==> config.mk <==
export PLATFORM = sky130hd
export DESIGN_NAME = pdtw_ctrl
export DESIGN_NICKNAME = d
export VERILOG_FILES = /design/src/rtl/pdtw_pkg.sv /design/src/rtl/pdtw_ctrl.sv
export SDC_FILE = /design/constraint.sdc
export NUM_CORES = 1
export LEC_CHECK = 0
export ABC_AREA = 1
export BUFFER_PORTS_ARGS = -buffer_cell sky130_fd_sc_hd__buf_4
export CORE_AREA = 4 4 41 43
export DETAILED_ROUTE_END_ITERATION = 16
export DIE_AREA = 0 0 45 47
export GPL_TIMING_DRIVEN = 0
export SLEW_MARGIN = 20
export SYNTH_ARGS = -nofsm -noshare
export SYNTH_HDL_FRONTEND = slang
export SYNTH_SLANG_ARGS = --single-unit
export TNS_END_PERCENT = 50
==> constraint.sdc <==
create_clock -name i_clk -period 1.2 [get_ports i_clk]
set_input_delay 0.12 -clock i_clk [delete_from_list [all_inputs] [get_ports i_clk]]
set_output_delay 0.12 -clock i_clk [all_outputs]
set_load 0.01 [all_outputs]
==> src/rtl/pdtw_pkg.sv <==
`timescale 1ns / 1ps
package pdtw_pkg;
    localparam int OFF_W   = 16;
    localparam int ROT_W   = 16;
    localparam int GAIN_W  = 20;
    localparam int LIM_W   = 9;
    localparam int THR_W   = 10;
    localparam int CHILD_W = 5;
    localparam int LM_W    = 11;
    localparam int TREE_W  = 12;
    localparam int CODE_W  = 5;
    localparam int FIDX_W  = 17;
    localparam int CFG_IDX_W  = 3;
    localparam int CFG_DATA_W = 20;
    localparam int NODE_W  = 4 * OFF_W + THR_W + 2 * CHILD_W;

    localparam logic [1:0] FUNC_NODE = 2'd0;
    localparam logic [1:0] FUNC_PIX  = 2'd1;
    localparam logic [1:0] FUNC_EVAL = 2'd2;

    localparam logic [CFG_IDX_W-1:0] REG_ROT_XX = 3'd0;
    localparam logic [CFG_IDX_W-1:0] REG_ROT_XY = 3'd1;
    localparam logic [CFG_IDX_W-1:0] REG_ROT_YX = 3'd2;
    localparam logic [CFG_IDX_W-1:0] REG_ROT_YY = 3'd3;
    localparam logic [CFG_IDX_W-1:0] REG_GAIN_X = 3'd4;
    localparam logic [CFG_IDX_W-1:0] REG_GAIN_Y = 3'd5;
    localparam logic [CFG_IDX_W-1:0] REG_COLS   = 3'd6;
    localparam logic [CFG_IDX_W-1:0] REG_ROWS   = 3'd7;

    // Commands from controller to datapath.
    typedef struct packed {
        logic load;      // capture the input item
        logic node_wr;   // write node store
        logic pix_wr;    // write pixel store
        logic node_rd;   // read current node
        logic mul_a;     // first products of probe 1
        logic mul_b;     // gain products of probe 1 / rotation of probe 2
        logic mul_c;     // gain products of probe 2, probe 1 address ready
        logic mul_d;     // probe 2 address ready, read probe 1
        logic pix_rd2;   // read probe 2
        logic decide;    // compare and pick child
        logic out_load;  // capture result
    } t_cmd;

    typedef struct packed {
        logic in_range;  // evaluate slot is within the store
    } t_stat;
endpackage

==> src/rtl/pdtw_ctrl.sv <==
`timescale 1ns / 1ps
module pdtw_ctrl
    import pdtw_pkg::*;
#(
    parameter int LEVELS = 4
) (
    input  logic       i_clk,
    input  logic       i_rst_n,
    input  logic       i_valid,
    input  logic [1:0] i_func,
    input  t_stat      i_stat,
    input  logic       i_out_free,
    output logic       o_ready,
    output t_cmd       o_cmd
);
    localparam int LVL_W = (LEVELS > 1) ? $clog2(LEVELS) : 1;

    typedef enum logic [3:0] {
        S_IDLE, S_DISP, S_NODE, S_MA, S_MB, S_MC, S_MD, S_P2, S_DEC, S_OUT
    } t_state;

    t_state           r_state;
    logic [1:0]       r_func;
    logic [LVL_W-1:0] r_lvl;

    assign o_ready = (r_state == S_IDLE);

    always_comb begin
        o_cmd = '0;
        o_cmd.load     = (r_state == S_IDLE) && i_valid;
        o_cmd.node_wr  = (r_state == S_DISP) && (r_func == FUNC_NODE);
        o_cmd.pix_wr   = (r_state == S_DISP) && (r_func == FUNC_PIX);
        o_cmd.node_rd  = (r_state == S_NODE);
        o_cmd.mul_a    = (r_state == S_MA);
        o_cmd.mul_b    = (r_state == S_MB);
        o_cmd.mul_c    = (r_state == S_MC);
        o_cmd.mul_d    = (r_state == S_MD);
        o_cmd.pix_rd2  = (r_state == S_P2);
        o_cmd.decide   = (r_state == S_DEC);
        o_cmd.out_load = (r_state == S_OUT) && i_out_free;
    end

    always_ff @(posedge i_clk) begin
        if (!i_rst_n) begin
            r_state <= S_IDLE;
            r_func  <= FUNC_NODE;
            r_lvl   <= '0;
        end else begin
            unique case (r_state)
                S_IDLE: begin
                    if (i_valid) begin
                        r_func  <= i_func;
                        r_state <= S_DISP;
                    end
                end
                S_DISP: begin
                    r_lvl <= '0;
                    if (r_func == FUNC_EVAL && i_stat.in_range) begin
                        r_state <= S_NODE;
                    end else begin
                        r_state <= S_IDLE;
                    end
                end
                S_NODE: r_state <= S_MA;
                S_MA:   r_state <= S_MB;
                S_MB:   r_state <= S_MC;
                S_MC:   r_state <= S_MD;
                S_MD:   r_state <= S_P2;
                S_P2:   r_state <= S_DEC;
                S_DEC: begin
                    if (r_lvl == LVL_W'(LEVELS - 1)) begin
                        r_state <= S_OUT;
                    end else begin
                        r_lvl   <= r_lvl + 1'b1;
                        r_state <= S_NODE;
                    end
                end
                S_OUT: begin
                    if (i_out_free) begin
                        r_state <= S_IDLE;
                    end
                end
                default: r_state <= S_IDLE;
            endcase
        end
    end
endmodule

; ---- Word level (Yosys, flattened, before mapping)
; Index checks and enable logic that the tools add are counted.
[op_classes]
add_sub_neg = 1
n_eq_ne = 15
muxes = 7
n_reduce_logical = 11
[ops]
columns = op, count
row1 = $pmux W4 S10, 1
row2 = $eq A4 B3 Y1 const B, 4
row3 = $mux W4, 3
row4 = $eq A4 B2 Y1 const B, 2
row5 = $eq A4 B4 Y1 const B, 2
row6 = $ne A2 B2 Y1 const B, 3
row7 = $reduce_and A2 Y1, 3
row8 = $logic_and A1 B1 Y1, 5
row9 = $eq A2 B2 Y1 const B, 2
row10 = $eq A4 B1 Y1 const B, 1
row11 = $logic_not A4 Y1, 1
row12 = $mux W2, 2
row13 = $pmux W2 S2, 1
row14 = $add A2 B1 Y2 const B, 1
row15 = $eq A2 B1 Y1 const B, 1
row16 = $logic_not A2 Y1, 1
row17 = $reduce_bool A2 Y1, 1
[totals]
register_bits = 8
input_bits = 7

; ---- Longest topological paths before layout
[logic_depth]
ltp_word = 4
mapped_depth = 8
ltp_nobuf = 8

; ---- Worst setup path after synthesis
; Ideal clock, no wire load.
[synth_path]
path_kind = register to output
from = reg r_state[0]
to = out o_cmd[8] (netlist name)
t_arrival_ns = 0.896
t_required_ns = 1.080
slack_ns = 0.184
path_stages_with_launch = 5
path_cell_list = dfxtp_1 > inv_2 > nor2_2 > nand2_2 > nor3_1
[synth_lines]
columns = item, line
row1 = "start, declared", pdtw_ctrl.sv:22  ; t_state r_state;
row2 = "start signal, assigned", pdtw_ctrl.sv:45  ; r_state <= S_IDLE;
row3 = "start signal, assigned", pdtw_ctrl.sv:53  ; r_state <= S_DISP;
row4 = "start signal, assigned", pdtw_ctrl.sv:59  ; r_state <= S_NODE;
row5 = "end, declared", pdtw_ctrl.sv:14  ; output t_cmd o_cmd

==> run summary <==
The arrival time at the worst endpoint is 1140 ps. The net load switching power is 0.198 mW. The synthesized cell area is approximately 500 sq um.

The number of nets handed over by synthesis was 89. Compared with the post-synthesis result, the final layout area differs by 73.9%. Of the total synthesized cell area, the portion taken by full adders, half adders and majority gates is 0.0249. The TritonCTS clock tree is yes. The worst-case IR drop observed on VDD is 0.523 mV. At the pin with the least slew margin, the transition time is 217 ps. The number of remaining DRC errors came out at 0. The cell at the root of the clock tree is clkbuf_4. The flow ran to the end, but the final reports show violations. In this run, synthesis produced a sequential element count of 8. The max-cap check violation count is 0. After layout, the minimum clock period comes to 1260 ps.

After synthesis, the largest family of logic cells by area is simple AND/OR/NAND/NOR gates. The first-pass GRT wire length came out at 2180 microns. After synthesis, the share of flip-flops with an asynchronous set or reset is 0. The fraction of power spent switching nets came out at 0.299. The via count of the routed design is 604. The share of post-route cells with drive strength above 1 is 0.582.

The number of CTS-inserted buffers came out at 3. The worst hold path begins at i_rst_n. The number of levels in the clock H-tree is 1.

The worst setup timing slack at the placement stage came out at 77.4 ps. Of the total synthesized cell area, the portion taken by AND, OR, NAND and NOR gates is 0.450. The share of the synthesized area in compound gates (AO/OA/AOI/OAI) is 0.0796. The number of top-level pins is 19. The detail-routed net length per standard cell is 11.6 microns.

The kind of critical path is reg2out. The clock transition at the register clock pins on the worst setup and hold paths after CTS is 60 ps. Clock latency on the worst-skew pair, taken at its later pin, is 260 ps.

The number of detailed-routing iterations run before antenna repair came out at 3. In this run the power density over the cells is 756 mW/mm^2. The die is roughly 47 microns tall. The multiplexer share of the synthesized area is 0. The total count of hold-check failures in the final report is 0. For this block, the routed nets add up to 1450 microns of wire. The final setup TNS is -488 ps. The routability-driven placement congestion ratio is 0.796. The largest total area in the synthesized netlist belongs to dfxtp_1. The fill cell instance count of the final layout came out at 121. The maximum net fanout on the critical path came out at 5. By area the synthesized netlist is led by dfxtp_1 (32%), nand2_1 (12%), nor2_1 (9.0%). The antenna cell count is 0.

The number of global-route vias before repair came out at 532. The starting density of the core is 0.387. The floorplan step defined a core boundary enclosing 0.00130 sq mm.

The min-delay analysis places its worst path in the category in2reg. Setup violations remaining at the end of the flow were counted as 9. The unique cell type count in the Yosys netlist is 15. Setup repair after global routing could not meet its margin everywhere. The initial antenna violation count is 0. The checks that failed: setup timing. The detail route stage leaves a number of antenna-violating nets equal to 0. The average cell area after synthesis is slightly above 6 sq um. The total congestion overflow after global routing came out at 0.

The CTS sink count came out at 8. The share of the Yosys chip area taken by registers is 0.318. In this run the static leakage power is 0.453 nW. The library cell with the highest instance count after synthesis is nand2_1. After clock tree synthesis, the flow added hold-fix buffers numbering 0. For this run, the post-layout net count is between 100 and 150.

The number of design-rule violations left by the first detailed-router iteration came out at 4. The required time of the worst setup path came out at approximately 1100 ps. The number of I/O port buffers is 18. Of the total power, combinational logic draws 0.240. The tightest slew margin relative to the limit came out at 0.855.

The number of synthesized flops with an enable pin came out at 0. Synthesis handed over a netlist of 81 instances. The buffer levels on the longest clock path is 2.

The floorplan die area came out at ~0.0021 sq mm. Of the total power, the clock network draws 0.328. The setup slack of the critical path after layout came out at -63.0 ps. Of the total synthesized cell area, the portion taken by XOR and XNOR cells is 0. The cell-internal power is 0.464 mW. The final design utilization came out at 0.672. For this run, the leading register cell type out of synthesis is dfxtp_1. The initialized floorplan defines 13 standard-cell rows. The worst register-to-register path begins at r_state[0]$_SDFFE_PN0P_. Of the post-synthesis cell area, the dominant cell type holds 0.318. The worst clock skew is about 9.4 ps. Entering global routing, the biggest net connects 7 pins. After legalization and detailed placement, the total HPWL measured 993 microns. STA classifies the critical path endpoint as an output port. The top achievable clock speed is 792 MHz. Of the total power, registers draw 0.433. The count of pins over their slew limit is 0. The die width came out at between 40 and 50 microns. The ratio of routed vias to standard cells came out at 4.83. The final worst-path cycle share came out at 1.05. The critical path starts at r_state[0]$_SDFFE_PN0P_. The worst setup path is launched from a flip-flop.

During synthesis, Yosys emitted a total of 0 warnings. The total routing resource utilization after global routing is 0.142. By count the netlist is led by nand2_1 (16), nor2_1 (12), inv_1 (11).
final cells by class:
class / count / area [sq um] / share of cell area
inverters: 17 / 76.3 / 0.0873
clock buffers: 3 / 22.5 / 0.0258
flip-flops and latches: 8 / 175 / 0.200
well taps: 15 / 18.8 / 0.0215
multi-input cells: 56 / 368 / 0.421
repair buffers: 26 / 214 / 0.245
power groups by stage:
stage	Combinational (mW)	Clock [mW]	Sequential, mW
final	0.159	0.217	0.286
after global routing	0.175	0.228	0.288
after CTS	0.146	0.221	0.283
after detailed placement	0.117	0	0.293
after global placement	0.116	0	0.293
after floorplan	0.0714	0	0.291
through the flow:
stage,hold slack (ps),power [mW],area (sq um),instances
detailed placement,343,0.410,657,114
CTS,69.0,0.650,801,122
finish,64.0,0.661,875,125
floorplan,224,0.362,503,81
global placement,336,0.408,657,114
global route,81.9,0.691,875,125
worst max-delay path: stages (launching register included):
cell and delay [ps]:
dfxtp_4 380, inv_6 50, nor2_4 110, nand2_4 80, nor3_4 130, buf_6 120
final timing paths:
kind                             endpoint  slack (ps)  cells past startpoint
hold reg to reg    r_func[0]$_SDFFE_PN0P_         490                      2
hold / removal    r_state[3]$_SDFFE_PN0P_          60                      3
setup / recovery                 o_cmd[8]         -60                      5
setup reg to reg  r_state[1]$_SDFFE_PN0P_          70                      7
metal layers:
metal  track usage  wire, microns  up-vias  share of wire
li1              -              -      307              -
met1         0.169            619      275           0.43
met2         0.249            739       17           0.51
met3        0.0230             52        5          0.036
met4        0.0702             34        0          0.024
met5             0              0        -              0
flip-flops by register name, indices dropped and copies added (netlist names):
| register | cells |
|---|---|
| r_func | 2 |
| r_state | 4 |
| r_lvl | 2 |
logic make-up after synthesis:
kind of cell | Yosys count
AO/OA/AOI/OAI | 8
adder cells (fa/ha/maj) | 1
buffers and inverters | 17
flip-flops | 8
AND/OR/NAND/NOR | 47
cells in the final DEF, fill, tap and decap left out, drive strengths merged:
master  synthesis  routed
nor3            4       4
inv            17      17
clkbuf          0       3
nand3           6       6
dfxtp           8       8
nor2           16      16
o21ai           3       3
buf             0      26
nand2          21      21
ha              1       1
a21oi           5       5
what timing repair did:
item	4_1_cts	5_1_grt
endpoints found under the setup margin	11	12
gates cloned	0	0
setup buffers	5	3
gates resized for setup	27	15
pin swaps	2	3
(Power assumes the default switching activity.)
